$ cat config.mk
export PLATFORM = sky130hd
export DESIGN_NAME = edf_tick_scheduler_unit
export DESIGN_NICKNAME = d
export VERILOG_FILES = /design/src/rtl/edf_pkg.sv /design/src/rtl/edf_eval_unit.sv /design/src/rtl/edf_task_table.sv /design/src/rtl/edf_tick_scheduler_unit.sv
export SDC_FILE = /design/constraint.sdc
export NUM_CORES = 1
export LEC_CHECK = 0
export BUFFER_PORTS_ARGS = -buffer_cell sky130_fd_sc_hd__buf_4
export CAP_MARGIN = 20
export CORE_ASPECT_RATIO = 1.5
export CORE_UTILIZATION = 32
export CTS_CLUSTER_DIAMETER = 30
export CTS_CLUSTER_SIZE = 14
export DETAILED_ROUTE_END_ITERATION = 6
export PLACE_DENSITY_LB_ADDON = 0.05
export SKIP_CTS_REPAIR_TIMING = 1
export SLEW_MARGIN = 20
export SYNTH_ARGS = -nofsm -noshare
export SYNTH_HDL_FRONTEND = slang
export SYNTH_SLANG_ARGS = --single-unit
$ cat constraint.sdc
create_clock -name i_clk -period 11.1 [get_ports i_clk]
set_input_delay 3.33 -clock i_clk [delete_from_list [all_inputs] [get_ports i_clk]]
set_output_delay 3.33 -clock i_clk [all_outputs]
set_load 0.03 [all_outputs]
$ cat src/rtl/edf_pkg.sv
// Package for the EDF tick scheduler: payload structs, table entry and
// write-port types, command codes and sizing constants.
// No dependencies; used by every module of the block by scoped names.
package edf_pkg;

    // Table depth and derived index width
    localparam int MAX_TASKS = 8;
    localparam int IDX_W     = (MAX_TASKS > 1) ? $clog2(MAX_TASKS) : 1;

    // Field widths fixed by the interface
    localparam int CNT_W  = 4;
    localparam int TIDX_W = 3;
    localparam int VAL_W  = 16;
    localparam int TIME_W = 32;
    localparam int RUN_W  = 4;

    // Commands
    localparam logic CMD_LOAD = 1'b0;
    localparam logic CMD_TICK = 1'b1;

    typedef logic [IDX_W-1:0] t_idx;

    typedef struct packed {
        logic              command;
        logic [TIDX_W-1:0] task_index;
        logic [VAL_W-1:0]  task_period;
        logic [VAL_W-1:0]  task_exec;
        logic [VAL_W-1:0]  task_deadline;
    } t_in_item;

    typedef struct packed {
        logic [TIME_W-1:0] slot_time;
        logic [RUN_W-1:0]  running_task;
    } t_out_item;

    // One task entry; phase holds current time modulo the period
    typedef struct packed {
        logic [VAL_W-1:0]  period;
        logic [VAL_W-1:0]  exec;
        logic [VAL_W-1:0]  reld;
        logic [VAL_W-1:0]  rw;
        logic [TIME_W-1:0] ad;
        logic [VAL_W-1:0]  ph;
    } t_entry;

    // Write command into the task table
    typedef struct packed {
        logic   wr_cfg;
        logic   wr_rw;
        logic   wr_ad;
        logic   wr_ph;
        logic   clr_ph;
        t_idx   addr;
        t_entry data;
    } t_tbl_wr;

    // Result of evaluating one entry in the sweep
    typedef struct packed {
        logic              rel;
        logic              take;
        logic [VAL_W-1:0]  new_rw;
        logic [TIME_W-1:0] new_ad;
        logic [VAL_W-1:0]  new_ph;
    } t_eval;

endpackage

$ cat src/rtl/edf_eval_unit.sv
// Shared per-entry evaluation unit: release check, saturating deadline add,
// phase advance and earliest-deadline compare. Depends on edf_pkg.
module edf_eval_unit (
    input  edf_pkg::t_entry                i_entry,
    input  logic [edf_pkg::TIME_W-1:0]     i_time,
    input  logic                           i_active,
    input  logic                           i_found,
    input  logic [edf_pkg::TIME_W-1:0]     i_best_d,
    output edf_pkg::t_eval                 o_eval
);

    logic [edf_pkg::TIME_W:0]  w_sum;
    logic [edf_pkg::VAL_W-1:0] w_ph_inc;
    logic                      w_rel;
    logic [edf_pkg::VAL_W-1:0] w_rw;
    logic [edf_pkg::TIME_W-1:0] w_ad;

    // Release when time is non-zero and a multiple of a non-zero period
    assign w_rel = (i_time != '0) && (i_entry.period != '0) && (i_entry.ph == '0);

    // Saturating absolute deadline
    assign w_sum = {1'b0, i_time} + (edf_pkg::TIME_W+1)'(i_entry.reld);

    always_comb begin
        if (w_rel) begin
            w_rw = i_entry.exec;
            w_ad = w_sum[edf_pkg::TIME_W] ? '1 : w_sum[edf_pkg::TIME_W-1:0];
        end else begin
            w_rw = i_entry.rw;
            w_ad = i_entry.ad;
        end
    end

    // Advance the phase, wrapping at the period
    assign w_ph_inc = i_entry.ph + edf_pkg::VAL_W'(1);

    always_comb begin
        o_eval.rel    = w_rel;
        o_eval.new_rw = w_rw;
        o_eval.new_ad = w_ad;
        o_eval.new_ph = (w_ph_inc == i_entry.period) ? '0 : w_ph_inc;
        o_eval.take   = i_active && (w_rw != '0) && (!i_found || (w_ad < i_best_d));
    end

endmodule

$ cat src/rtl/edf_task_table.sv
// Task table: per-entry period, execution time, relative deadline,
// remaining work, absolute deadline and phase. Depends on edf_pkg.
module edf_task_table (
    input  logic             i_clk,
    input  edf_pkg::t_tbl_wr i_wr,
    input  edf_pkg::t_idx    i_raddr,
    output edf_pkg::t_entry  o_rdata
);

    edf_pkg::t_entry r_mem [edf_pkg::MAX_TASKS];

    // Write selected fields; clear every phase on a load
    always_ff @(posedge i_clk) begin
        if (i_wr.wr_cfg) begin
            r_mem[i_wr.addr].period <= i_wr.data.period;
            r_mem[i_wr.addr].exec   <= i_wr.data.exec;
            r_mem[i_wr.addr].reld   <= i_wr.data.reld;
        end
        if (i_wr.wr_rw) begin
            r_mem[i_wr.addr].rw <= i_wr.data.rw;
        end
        if (i_wr.wr_ad) begin
            r_mem[i_wr.addr].ad <= i_wr.data.ad;
        end
        if (i_wr.clr_ph) begin
            for (int i = 0; i < edf_pkg::MAX_TASKS; i++) begin
                r_mem[i].ph <= '0;
            end
        end else if (i_wr.wr_ph) begin
            r_mem[i_wr.addr].ph <= i_wr.data.ph;
        end
    end

    // Single read port at the sweep address
    assign o_rdata = r_mem[i_raddr];

endmodule

$ cat src/rtl/edf_tick_scheduler_unit.sv
// Earliest-deadline-first periodic tick scheduler, top level.
// Depends on edf_pkg, edf_eval_unit and edf_task_table.
//
// Usage:
//   Input channel (i_in_valid / o_in_ready / i_in_data) carries load and
//   tick transactions. A load writes one task entry, releases it and sets
//   time back to 0; it gives no result.
//   A tick sweeps every table entry through the shared evaluation unit,
//   one entry per cycle, then forms the slot decision in the done state,
//   which waits for a free output register; the next transaction is taken
//   only once the tick has left that state and the sequencer is idle.
//   Output channel (o_out_valid / i_out_ready / o_out_data) gives slot time
//   and running task (index plus one, 0 when idle). The result sits in an
//   output register; if it is still waiting when the next tick finishes its
//   sweep, that tick holds until the register frees.
//   Configuration: i_cfg_we writes task_count from i_cfg_wdata at once.
//   Reset (synchronous, active low) clears time, task_count and the output
//   valid; table contents are undefined until loaded.
module edf_tick_scheduler_unit (
    input  logic                        i_clk,
    input  logic                        i_rst_n,
    input  logic                        i_cfg_we,
    input  logic [edf_pkg::CNT_W-1:0]   i_cfg_wdata,
    input  logic                        i_in_valid,
    output logic                        o_in_ready,
    input  edf_pkg::t_in_item           i_in_data,
    output logic                        o_out_valid,
    input  logic                        i_out_ready,
    output edf_pkg::t_out_item          o_out_data
);

    localparam logic [1:0] ST_IDLE  = 2'd0;
    localparam logic [1:0] ST_SWEEP = 2'd1;
    localparam logic [1:0] ST_DONE  = 2'd2;

    logic [1:0]                  r_state, n_state;
    edf_pkg::t_idx               r_idx, n_idx;
    logic [edf_pkg::TIME_W-1:0]  r_time, n_time;
    logic [edf_pkg::CNT_W-1:0]   r_task_count, n_task_count;
    logic                        r_found, n_found;
    edf_pkg::t_idx               r_sel, n_sel;
    logic [edf_pkg::TIME_W-1:0]  r_best_d, n_best_d;
    logic [edf_pkg::VAL_W-1:0]   r_sel_rw, n_sel_rw;
    logic                        r_out_valid, n_out_valid;
    edf_pkg::t_out_item          r_out_data, n_out_data;

    edf_pkg::t_tbl_wr            w_wr;
    edf_pkg::t_entry             w_entry;
    edf_pkg::t_eval              w_eval;
    logic                        w_in_acc;
    logic                        w_active;
    logic                        w_last;
    logic                        w_time_max;
    logic                        w_done_fire;
    logic                        w_load_ok;
    logic [31:0]                 w_run;

    assign o_in_ready  = (r_state == ST_IDLE);
    assign w_in_acc    = i_in_valid && o_in_ready;
    assign w_active    = (32'(r_idx) < 32'(r_task_count));
    assign w_last      = (r_idx == edf_pkg::IDX_W'(edf_pkg::MAX_TASKS - 1));
    assign w_time_max  = (r_time == '1);
    assign w_done_fire = (r_state == ST_DONE) && (!r_out_valid || i_out_ready);
    assign w_load_ok   = (32'(i_in_data.task_index) < edf_pkg::MAX_TASKS);
    assign w_run       = 32'(r_sel) + 32'd1;

    edf_task_table u_table (
        .i_clk   (i_clk),
        .i_wr    (w_wr),
        .i_raddr (r_idx),
        .o_rdata (w_entry)
    );

    edf_eval_unit u_eval (
        .i_entry  (w_entry),
        .i_time   (r_time),
        .i_active (w_active),
        .i_found  (r_found),
        .i_best_d (r_best_d),
        .o_eval   (w_eval)
    );

    // Table write: load, sweep write-back, or decrement of the chosen task
    always_comb begin
        w_wr             = '0;
        w_wr.data.period = i_in_data.task_period;
        w_wr.data.exec   = i_in_data.task_exec;
        w_wr.data.reld   = i_in_data.task_deadline;
        w_wr.data.ph     = w_eval.new_ph;
        w_wr.data.rw     = w_eval.new_rw;
        w_wr.data.ad     = w_eval.new_ad;
        w_wr.addr        = r_idx;
        unique case (r_state)
            ST_IDLE: begin
                if (w_in_acc && (i_in_data.command == edf_pkg::CMD_LOAD) && w_load_ok) begin
                    w_wr.addr    = edf_pkg::IDX_W'(i_in_data.task_index);
                    w_wr.wr_cfg  = 1'b1;
                    w_wr.wr_rw   = 1'b1;
                    w_wr.wr_ad   = 1'b1;
                    w_wr.clr_ph  = 1'b1;
                    w_wr.data.rw = i_in_data.task_exec;
                    w_wr.data.ad = edf_pkg::TIME_W'(i_in_data.task_deadline);
                end
            end
            ST_SWEEP: begin
                w_wr.wr_rw = w_active && w_eval.rel;
                w_wr.wr_ad = w_active && w_eval.rel;
                w_wr.wr_ph = !w_time_max;
            end
            ST_DONE: begin
                w_wr.addr    = r_sel;
                w_wr.wr_rw   = w_done_fire && r_found;
                w_wr.data.rw = r_sel_rw - edf_pkg::VAL_W'(1);
            end
            default: begin
                w_wr.addr = r_idx;
            end
        endcase
    end

    // Sequencer next state
    always_comb begin
        n_state      = r_state;
        n_idx        = r_idx;
        n_time       = r_time;
        n_task_count = i_cfg_we ? i_cfg_wdata : r_task_count;
        n_found      = r_found;
        n_sel        = r_sel;
        n_best_d     = r_best_d;
        n_sel_rw     = r_sel_rw;
        n_out_valid  = r_out_valid && !i_out_ready;
        n_out_data   = r_out_data;
        unique case (r_state)
            ST_IDLE: begin
                if (w_in_acc) begin
                    if (i_in_data.command == edf_pkg::CMD_TICK) begin
                        n_state = ST_SWEEP;
                        n_idx   = '0;
                        n_found = 1'b0;
                    end else if (w_load_ok) begin
                        n_time = '0;
                    end
                end
            end
            ST_SWEEP: begin
                if (w_eval.take) begin
                    n_found  = 1'b1;
                    n_best_d = w_eval.new_ad;
                    n_sel    = r_idx;
                    n_sel_rw = w_eval.new_rw;
                end
                if (w_last) begin
                    n_state = ST_DONE;
                end else begin
                    n_idx = r_idx + edf_pkg::IDX_W'(1);
                end
            end
            ST_DONE: begin
                if (w_done_fire) begin
                    n_out_valid             = 1'b1;
                    n_out_data.slot_time    = r_time;
                    n_out_data.running_task = r_found ? w_run[edf_pkg::RUN_W-1:0] : '0;
                    if (!w_time_max) begin
                        n_time = r_time + edf_pkg::TIME_W'(1);
                    end
                    n_state = ST_IDLE;
                end
            end
            default: begin
                n_state = ST_IDLE;
            end
        endcase
    end

    // Control registers
    always_ff @(posedge i_clk) begin
        if (!i_rst_n) begin
            r_state      <= ST_IDLE;
            r_time       <= '0;
            r_task_count <= '0;
            r_found      <= 1'b0;
            r_out_valid  <= 1'b0;
        end else begin
            r_state      <= n_state;
            r_time       <= n_time;
            r_task_count <= n_task_count;
            r_found      <= n_found;
            r_out_valid  <= n_out_valid;
        end
    end

    // Datapath registers
    always_ff @(posedge i_clk) begin
        r_idx      <= n_idx;
        r_sel      <= n_sel;
        r_best_d   <= n_best_d;
        r_sel_rw   <= n_sel_rw;
        r_out_data <= n_out_data;
    end

    assign o_out_valid = r_out_valid;
    assign o_out_data  = r_out_data;

endmodule

# [Word level (Yosys, flattened, before mapping)]
# Memory sizes are Yosys's and may differ from the RTL's. A register that Yosys moved wholly into a read port is not among the register bits.
# Index checks and enable logic that the tools add are counted.
[word_totals] reg_bits=130 mem_bits_rw=896 in_bits=61 out_inout_bits=38 elab_cells=110 mem_count=1
[classes] add_sub_neg=6 order_cmp=2 n_eq_ne=13 n_mux=47 bitwise=1 reduce_logical=29
[memory_table] name="u_table.r_mem" depth=8 word_bits=112 rd=1 rd_ports_with_merged_regs=1 wr=9 line_no="edf_task_table.sv:10" rtl="edf_pkg::t_entry r_mem [edf_pkg::MAX_TASKS];"
[ops] cell="$mux W32" n=7
[ops] cell="$pmux W32 S2" n=1
[ops] cell="$mux W48" n=1
[ops] cell="$add A32 B16 Y33" n=1
[ops] cell="$add A32 B1 Y32 const B" n=1
[ops] cell="$eq A32 B32 Y1 const B" n=1
[ops] cell="$lt A32 B32 Y1" n=1
[ops] cell="$mux W16" n=2
[ops] cell="$pmux W16 S2" n=1
[ops] cell="$reduce_bool A16 Y1" n=2
[ops] cell="$reduce_bool A32 Y1" n=1
[ops] cell="$mux W1" n=19
[ops] cell="$add A16 B1 Y16 const B" n=1
[ops] cell="$eq A16 B16 Y1" n=1
[ops] cell="$logic_not A16 Y1" n=1
[ops] cell="$sub A16 B1 Y16 const B" n=1
[ops] cell="$mux W3" n=5
[ops] cell="$pmux W3 S2" n=2
[ops] cell="$reduce_and A4 Y1" n=3
[ops] cell="$logic_and A1 B1 Y1" n=10
[ops] cell="$ne A2 B2 Y1 const B" n=5
[ops] cell="$mux W2" n=4
[ops] cell="$ne A2 B1 Y1 const B" n=3
[ops] cell="$pmux W2 S3" n=1
[ops] cell="16 further kinds" n=23

# [Logic depth before layout (Yosys ltp)]
# Gate-level depths: netlist of the first run.
[logic_depth] word_depth=9 mapped_depth=36 mapped_depth_nobuf=25

# [Cells and area by module]
# From an unflattened synthesis of the first run, not the netlist that was laid out.
[unflattened] cells_unflattened=2659 hier_area_um2=44423.9
[modules_own_cells] mod="edf_task_table" n_inst=1 cells_each=1623 area_per_inst_um2=34989.8 seq_area_each_um2=25624.6
[modules_own_cells] mod="edf_tick_scheduler_unit" n_inst=1 cells_each=526 area_per_inst_um2=5926.9 seq_area_each_um2=3503.4
[modules_own_cells] mod="edf_eval_unit" n_inst=1 cells_each=510 area_per_inst_um2=3507.1 seq_area_each_um2=0.0

# [Least setup slack after synthesis of the first run]
# Ideal clock, no wire load.
[synth_timing] path_kind="flip-flop to flip-flop" start="register with a tool-made name" end="register r_best_d[0] in the netlist's numbering (enable)" setup_ns=0.523 arrival_ns=10.540 required_ns=10.577 slack_ns=0.037 path_stages_with_launch=36 path_buffers=11 period_less_slack_ns=11.063 path_cell_list="dfxtp_1 buf_4 buf_6 buf_6 buf_6 buf_6 buf_6 buf_2 buf_4 buf_2 buf_2 buf_2 mux4_2 nand2_1 nand2_1 ha_1 fa_1 a21o_1 a21oi_1 nor2b_1 o221ai_1 o21ai_0 a21oi_1 nor3_1 a31o_2 o21ai_0 ha_1 a21oi_1 nor2b_1 o21ai_0 nand2b_1 a221oi_1 o21ai_0 a211oi_1 nor2_1 nor3_1"
[synth_rtl] element="end signal: assignment" line_no="edf_tick_scheduler_unit.sv:196" rtl="r_best_d <= n_best_d;"
[synth_rtl] element="end: declaration" line_no="edf_tick_scheduler_unit.sv:42" rtl="logic [edf_pkg::TIME_W-1:0] r_best_d, n_best_d;"

==> metrics.md, run 1 <==
| Metric | Value |
|---|---|
| Number of remaining DRC errors | 0 |
| Total wire length | approximately 130,000 um |
| Antenna fix cells | 0 |
| Cell-by-cell trace of the critical path | buf_4 -> mux4_2 -> nand2_1 -> nand2_1 -> ha_1 -> o211a_1 -> o221ai_1 -> o21ai_0 -> a21oi_1 -> nor3_1 -> a31o_2 -> o21ai_0 -> ha_1 -> a21oi_1 -> nor2b_1 -> o21ai_0 -> nand2b_1 -> a221oi_1 -> o21ai_0 -> a211oi_1 -> nor2_1 -> nor3_2 -> buf_4 |
| Placer congestion estimate | around 0.84 |
| Synthesized netlist net count | around 2,900 |
| Delay of the slowest critical-path stage | just over 900 ps |
| Vias after detailed routing | roughly 25,000 |
| Main area contributors after synthesis | sky130_fd_sc_hd__edfxtp_1 59%, sky130_fd_sc_hd__mux4_2 12%, sky130_fd_sc_hd__dfxtp_1 7.8% |
| Sequential share of power | approximately two fifths |
| Hold Worst Slack | 450.7 ps |
| Clk pin slew, worst setup/hold paths | roughly 50 ps |
| Detailed-routing iteration count for the pre-antenna-repair pass | 7 |
| Average instance area after synthesis | 15.97 um^2 |
| Core ar. | approximately 140,000 um^2 |
| Sinks on the clock net | 1,029 |
| Number of enable-type register cells in the synthesized netlist | about 860 |
| Number of instances in the placed design | 4,508 |
| Areal power density over the cells | about 210 nW/um^2 |
| Critical Path End | r_sel_rw[11]$_DFFE_PP_ |
| Share of post-route cells with drive strength above 1 | roughly a quarter |
| Number of top-level design ports | 99 |
| Worst reg2reg path depth | 23 |
| Post-layout instance count excluding filler cells | between 4,000 and 5,000 |
| Max-slew violation total from the final report | 0 |
| Via count of the first global-routing pass | about 27,000 |
| CTS tree | yes |
| Fraction of power consumed by combinational cells | 8.8% |
| #FFs+latches synth | 1,029 |
| Data required, critical path | 11,510 ps |
| Sequential share of the synthesized area | about two thirds |
| Share of cell area taken by muxes after synthesis | 15.02% |
| Critical Path Slowest Stage Cell | sky130_fd_sc_hd__dfxtp_4 |
| Post-synth cell types | 77 |
| Post-synthesis compound-gate area fraction | 4.758% |
| Number of nets with antenna violations after routing | 0 |
| DP HPWL | roughly 83,000 um |
| Startpoint Class | flip-flop |
| H-tree levels | 4 |
| Switching power | between 2 and 3 mW |
| Initial antenna violation count | 3 |
| Post-route setup TNS | 0 ps |
| # rows | between 150 and 200 |
| Asr flop ratio synth | 0% |
| Max frequency | 123.0 MHz |
| Clock tree root buffer cell | sky130_fd_sc_hd__clkbuf_16 |
| Hold violation total from the final report | 0 |
| Critical Path Sink Type | flip-flop |
| Post-Synth XOR/XNOR Area | approximately 1.9% |
| Post-Layout Inst Area | roughly 53,000 um^2 |
| Global-route total usage across every layer | between 10% and 20% |
| Floorplan die area | between 100,000 and 150,000 um^2 |
| Area growth from synthesis to layout | 22.26% |
| Fraction of power spent switching nets | 24.30% |
| Vias/cell | 5.215 |
| Post-route total power | 11.47 mW |
| Total placed instance area | between 40,000 and 50,000 um^2 |
| Fraction of post-synthesis cell area in the top cell type by area | roughly three fifths |
| Yosys synthesis warning count | 0 |
| Maximum root-to-sink buffer count | 3 |
| Crit Path Class | reg -> reg |
| Reg2reg end | r_sel_rw[11]$_DFFE_PP_ |
| Max cap viols | 0 |
| Outcome | finished, final reports clean |
| Basic-gate share of the synthesized area counting and, or, nand and nor cells | 7.638% |
| Number of nets in the final layout | between 3,000 and 4,000 |
| Clk_lat worst skew | about 800 ps |
| CP max FO | 38 |
| Starting utilization of the core area | 32.32% |
| Hold crit path type | reg -> reg |
| Drt wl/cell | 26.80 um |
| Maximum resistive drop on vdd | 0.1693 mV |
| Congestion Overflow GR | 0 |
| Worst setup slack for register-to-register paths | just under 3000 ps |
| Final clock period utilization by the worst path | ~73% |
| Setup repair after global routing missed its margin | no |
| Final setup vio count | 0 |
| Clock period minus worst slack | 8130 ps |
| Ys flop type | sky130_fd_sc_hd__edfxtp_1 |
| Dominant combinational cell family by area after synthesis | multiplexers |
| Worst Skew | between 40 and 50 ps |
| Slew headroom | around 25% |
| Actual slew at the worst max-slew pin | between 1000 and 1500 ps |
| Count of mapped cells out of synthesis | ~2,700 |
| Number of violations reported at the end of detailed-routing iteration 0 | roughly 1,700 |
| Dominant cell type by count on the critical path | sky130_fd_sc_hd__o21ai_0 |
| Syn Std Cell Area | between 40,000 and 50,000 um^2 |
| Worst endpoint data arrival time | roughly 8500 ps |
| Leak | 18.06 nW |
| Die height | 454.6 um |
| Cell-internal power | roughly 8.7 mW |
| Port-buffer cells | 98 |
| Clock buffers created by TritonCTS | 193 |
| Cell taking the most area after synthesis | sky130_fd_sc_hd__edfxtp_1 |
| Part of the total power dissipated in the clock network | ~53% |
| Adder-cell area share of the yosys netlist | under 10% |
| Pin count of the biggest net entering global routing | roughly 110 |
| Global-route wire length before repair | around 190,000 um |
| Die Wd | just over 300 um |
## metrics by stage
stage / util [%] / setup slack (ps)
2_1_floorplan: - / 37.26
3_3_place_gp: 34.42 / 2670
3_5_place_dp: 34.46 / 2701
4_1_cts: 39.51 / 2667
5_1_grt: 39.51 / 2271
6_report: 39.51 / 2970
## cell usage in the layout, fill, tap and decap left out, drive strengths merged, types with 14 or more instances in the layout
master,netlist,layout
and2,23,23
nor3,38,38
nor2,112,112
nand4,38,38
nor2b,16,16
nor4,20,20
buf,71,169
a21o,23,23
or3,19,19
o31ai,14,14
dfxtp,171,171
clkbuf,79,217
xnor2,55,55
clkinv,0,62
nand2b,21,21
mux2,14,14
a21oi,54,54
mux2i,109,109
edfxtp,858,858
o21ai,164,164
clkinvlp,0,24
a22oi,21,21
bufinv,0,26
nand2,176,176
inv,50,89
nand3,160,160
ha,57,57
mux4,234,234
xor2,41,41
## flip-flops by register name, indices dropped and copies added, names as in the netlist, 2 cells and up, named ones only
| register | count |
|---|---|
| r_task_count | 4 |
| r_sel_rw | 16 |
| r_time | 32 |
| u_table.r_mem | 896 |
| r_best_d | 32 |
| o_out_data | 36 |
| r_sel | 3 |
| r_idx | 3 |
| r_state | 2 |
## power groups by stage
stage	registers (mW)	clock network [mW]	logic, mW
after floorplan	4.45	0	0.695
after global placement	4.48	0	1.03
after detailed placement	4.48	0	1.04
after CTS	4.41	6.19	1.04
after global routing	4.41	6.35	1.10
final	4.41	6.05	1.01
## worst min-delay path by stage
stage                                         to                         startpoint  cells after the start  slack (ps)
2_1_floorplan           o_out_data[21]$_DFFE_PP_            r_time[17]$_SDFFE_PN0P_                      0         410
3_3_place_gp   u_table.r_mem[0][14]$_SDFFE_PP0P_  u_table.r_mem[0][14]$_SDFFE_PP0P_                      2         440
3_5_place_dp   u_table.r_mem[0][14]$_SDFFE_PP0P_  u_table.r_mem[0][14]$_SDFFE_PP0P_                      2         450
4_1_cts        u_table.r_mem[0][14]$_SDFFE_PP0P_  u_table.r_mem[0][14]$_SDFFE_PP0P_                      2         460
5_1_grt         u_table.r_mem[2][4]$_SDFFE_PP0P_   u_table.r_mem[2][4]$_SDFFE_PP0P_                      2         470
6_report       u_table.r_mem[0][14]$_SDFFE_PP0P_  u_table.r_mem[0][14]$_SDFFE_PP0P_                      2         450
## layer usage
metal	vias to the layer above	GRT usage [%]	share of wire, %
li1	11298	-	-
met1	13254	21.96	39
met2	649	35.21	53
met3	229	3.398	4.0
met4	4	7.249	3.1
met5	-	0	0.024
## synthesized netlist by cell type, types with 10 or more instances
library cell / instances
sky130_fd_sc_hd__nand2_1: 167
sky130_fd_sc_hd__a21o_1: 23
sky130_fd_sc_hd__nand4_1: 38
sky130_fd_sc_hd__nand2b_1: 20
sky130_fd_sc_hd__inv_1: 50
sky130_fd_sc_hd__and2_1: 23
sky130_fd_sc_hd__buf_2: 34
sky130_fd_sc_hd__dfxtp_1: 171
sky130_fd_sc_hd__or3_1: 18
sky130_fd_sc_hd__buf_1: 13
sky130_fd_sc_hd__nor3_1: 38
sky130_fd_sc_hd__mux2i_1: 106
sky130_fd_sc_hd__nor4_1: 19
sky130_fd_sc_hd__ha_1: 57
sky130_fd_sc_hd__o31ai_1: 14
sky130_fd_sc_hd__a31oi_1: 10
sky130_fd_sc_hd__xnor2_1: 55
sky130_fd_sc_hd__nor2b_1: 16
sky130_fd_sc_hd__clkbuf_1: 79
sky130_fd_sc_hd__buf_4: 12
sky130_fd_sc_hd__o21ai_1: 72
sky130_fd_sc_hd__xor2_1: 41
sky130_fd_sc_hd__a22oi_1: 21
sky130_fd_sc_hd__mux4_2: 227
sky130_fd_sc_hd__a21oi_1: 54
sky130_fd_sc_hd__o21ai_0: 84
sky130_fd_sc_hd__nor2_1: 112
sky130_fd_sc_hd__nand3_1: 159
sky130_fd_sc_hd__edfxtp_1: 858
sky130_fd_sc_hd__mux2_2: 14
## worst max-delay path, delay by kind of cell (launching register included)
kind            cells  cell delay (ps)
simple gates        7             1310
flops               1              930
mux                 1              570
buf+inv             2             1100
compound gates     11             3030
fa+ha+maj           2              720
## cell families (layout without fill, tap and decap cells)
group,count (synthesis),count (layout)
mux,357,357
xor+xnor,96,96
fa+ha+maj,58,58
simple gates,660,660
flops,1029,1029
buf+inv,200,587
compound gates,337,337
## cell type report
type,instances,area (um^2)
Fill cell,12333,81790
Sequential cell,1029,29200
Multi-Input combinational cell,1508,13700
Clock buffer,217,5097
Tap cell,1753,2193
Clock inverter,151,1725
Timing Repair Buffer,169,1328
Inverter,50,190.2
Power figures use the tool's default switching activity.
==> run 2, diff against run 1 <==
- clock period: 11.1 -> 7.6 ns (I/O delays scaled with it)
==> metrics.md, run 2 (synthesized netlist as in run 1, its figures left out) <==
| Metric | Value |
|---|---|
| Port-buffer cells | roughly 100 |
| Drt wl/cell | roughly 26 um |
| Core ar. | 135,200 um^2 |
| DP HPWL | approximately 84,000 um |
| # fillers | ~12,000 |
| Clock tree root buffer cell | sky130_fd_sc_hd__clkbuf_16 |
| Register bank with the most flops | u_table.r_mem |
| Worst setup slack for register-to-register paths | 1060 ps |
| Data required, critical path | 8040 ps |
| Final setup vio count | 0 |
| Hold Crit Start | u_table.r_mem[3][10]$_SDFFE_PP0P_ |
| Worst Skew | about 28 ps |
| Number of top-level design ports | 99 |
| Hold worst-path end | u_table.r_mem[3][10]$_SDFFE_PP0P_ |
| Global-route wire length before repair | between 150,000 and 200,000 um |
| Pin count of the biggest net entering global routing | 67 |
| Most common cell after layout, fill and taps aside | sky130_fd_sc_hd__edfxtp_1 |
| Crit Path Class | reg -> reg |
| Cell-by-cell trace of the critical path | buf_12 -> buf_4 -> mux2i_1 -> nand4_1 -> nor3_1 -> nand4b_1 -> a221oi_4 -> buf_4 -> a22oi_1 -> ha_1 -> a21o_1 -> a21o_1 -> a21o_1 -> a21oi_1 -> nor2b_1 -> o21ai_0 -> nand2b_1 -> a21oi_1 -> o21ai_1 -> nor3_4 -> buf_12 |
| Starting utilization of the core area | 32.32% |
| Slew headroom | approximately a quarter |
| Total wire length | between 100,000 and 150,000 um |
| Floorplan die area | approximately 140,000 um^2 |
| Delay of the slowest critical-path stage | 760 ps |
| Actual slew at the worst max-slew pin | ~1100 ps |
| Number of flip-flops in the largest register | approximately 900 |
| Number of nets with antenna violations after routing | 0 |
| Via count of the first global-routing pass | 27,349 |
| Worst reg2reg path depth | 21 |
| Placer congestion estimate | 0.8559 |
| Final clock period utilization by the worst path | 85.99% |
| Die height | roughly 450 um |
| Post-route total power | ~16 mW |
| Number of violations reported at the end of detailed-routing iteration 0 | 1,450 |
| Areal power density over the cells | 308.1 nW/um^2 |
| Number of nets in the final layout | 3,091 |
| Post-route setup TNS | 0 ps |
| Maximum resistive drop on vdd | around 0.23 mV |
| Global-route total usage across every layer | 18.92% |
| Maximum root-to-sink buffer count | 3 |
| Hold crit path type | reg -> reg |
| # rows | about 170 |
| Max-slew violation total from the final report | 0 |
| Clock period minus worst slack | approximately 6500 ps |
| Max frequency | about 150 MHz |
| Outcome | finished, final reports clean |
| Clk pin slew, worst setup/hold paths | about 50 ps |
| Most frequent cells in the layout | 858 x sky130_fd_sc_hd__edfxtp_1, 227 x sky130_fd_sc_hd__mux4_2, 194 x sky130_fd_sc_hd__clkbuf_16, 184 x sky130_fd_sc_hd__buf_4, 168 x sky130_fd_sc_hd__dfxtp_1 |
| Area growth from synthesis to layout | 22.15% |
| CTS tree | yes |
| Total placed instance area | 46,830 um^2 |
| Vias after detailed routing | 25,133 |
| Worst endpoint data arrival time | 6980 ps |
| Critical Path Sink Type | flip-flop |
| Setup repair after global routing missed its margin | no |
| Post-Layout Inst Area | between 50,000 and 60,000 um^2 |
| Sinks on the clock net | between 1,000 and 1,500 |
| Clock buffers created by TritonCTS | about 190 |
| Reg2reg end | r_sel_rw[15]$_DFFE_PP_ |
| H-tree levels | 4 |
| Detailed-routing iteration count for the pre-antenna-repair pass | 5 |
| Vias/cell | ~5 |
| Share of post-route cells with drive strength above 1 | approximately 26% |
| Initial antenna violation count | 5 |
| Critical Path Slowest Stage Cell | sky130_fd_sc_hd__mux2i_1 |
| CP max FO | a little over 60 |
| Depth of the worst hold-timing path | 2 |
| Clk_lat worst skew | 790 ps |
| Die Wd | 303.7 um |
| Congestion Overflow GR | 0 |
| Hold violation total from the final report | 0 |
| Dominant cell type by count on the critical path | sky130_fd_sc_hd__a21o_1 |
| Leak | approximately 18 nW |
| Max cap viols | 0 |
| Startpoint Class | flip-flop |
| Number of remaining DRC errors | 0 |
## run 2: final cells by class
cell class | instances | area (um^2) | area share, %
sequential | 1029 | 29200 | 54.70
antenna | 3 | 7.507 | 0.01406
clock inverter | 135 | 1504 | 2.817
multi-input combinational | 1508 | 13740 | 25.73
inverter | 50 | 190.2 | 0.3563
clock buffer | 222 | 5030 | 9.422
timing repair buffer | 191 | 1521 | 2.850
tap | 1753 | 2193 | 4.109
## run 2: per-stage QoR
stage / std cells / hold slack, ps / worst slack [ps] / utilization, %
finish: 4891 / 455.4 / 1065 / 39.48
global route: 4889 / 474.6 / 528.9 / 39.47
CTS: 4888 / 458.2 / 952.6 / 39.47
detailed placement: 4531 / 449.7 / 956.6 / 34.63
global placement: 4530 / 443.9 / 983.5 / 34.62
floorplan: 2737 / 406.4 / 7.531 / -
## run 2: worst max-delay path by stage
stage	startpoint	to	slack, ps	depth (start not counted)
3_3_place_gp	flip-flop	r_sel_rw[8]$_DFFE_PP_	980	22
4_1_cts	flip-flop	r_sel_rw[2]$_DFFE_PP_	950	21
3_5_place_dp	flip-flop	r_sel_rw[12]$_DFFE_PP_	960	21
2_1_floorplan	flip-flop	r_best_d[0]$_DFFE_PP_	8	33
5_1_grt	flip-flop	r_sel_rw[11]$_DFFE_PP_	530	21
6_report	flip-flop	r_sel_rw[15]$_DFFE_PP_	1060	21
## run 2: report_power, final
group | switching, mW | internal, mW
Sequential | 0.0518 | 6.36
Clock | 2.94 | 5.57
Combinational | 0.956 | 0.573
Total | 3.95 | 12.5
## run 2: critical path, delay by kind of cell, from the launching register on
| kind | cells | cell delay (ps) |
|---|---|---|
| flops | 1 | 470 |
| buf+inv | 4 | 1460 |
| fa+ha+maj | 1 | 330 |
| simple gates | 6 | 1220 |
| compound gates | 9 | 1730 |
| mux | 1 | 760 |
## run 2: per-layer routing
layer | global-route usage [%] | vias to the layer above | share of wire [%]
li1 | - | 11338 | -
met1 | 21.85 | 13009 | 40
met2 | 34.82 | 565 | 53
met3 | 3.035 | 215 | 3.5
met4 | 7.456 | 6 | 3.1
met5 | 0 | - | 0.029
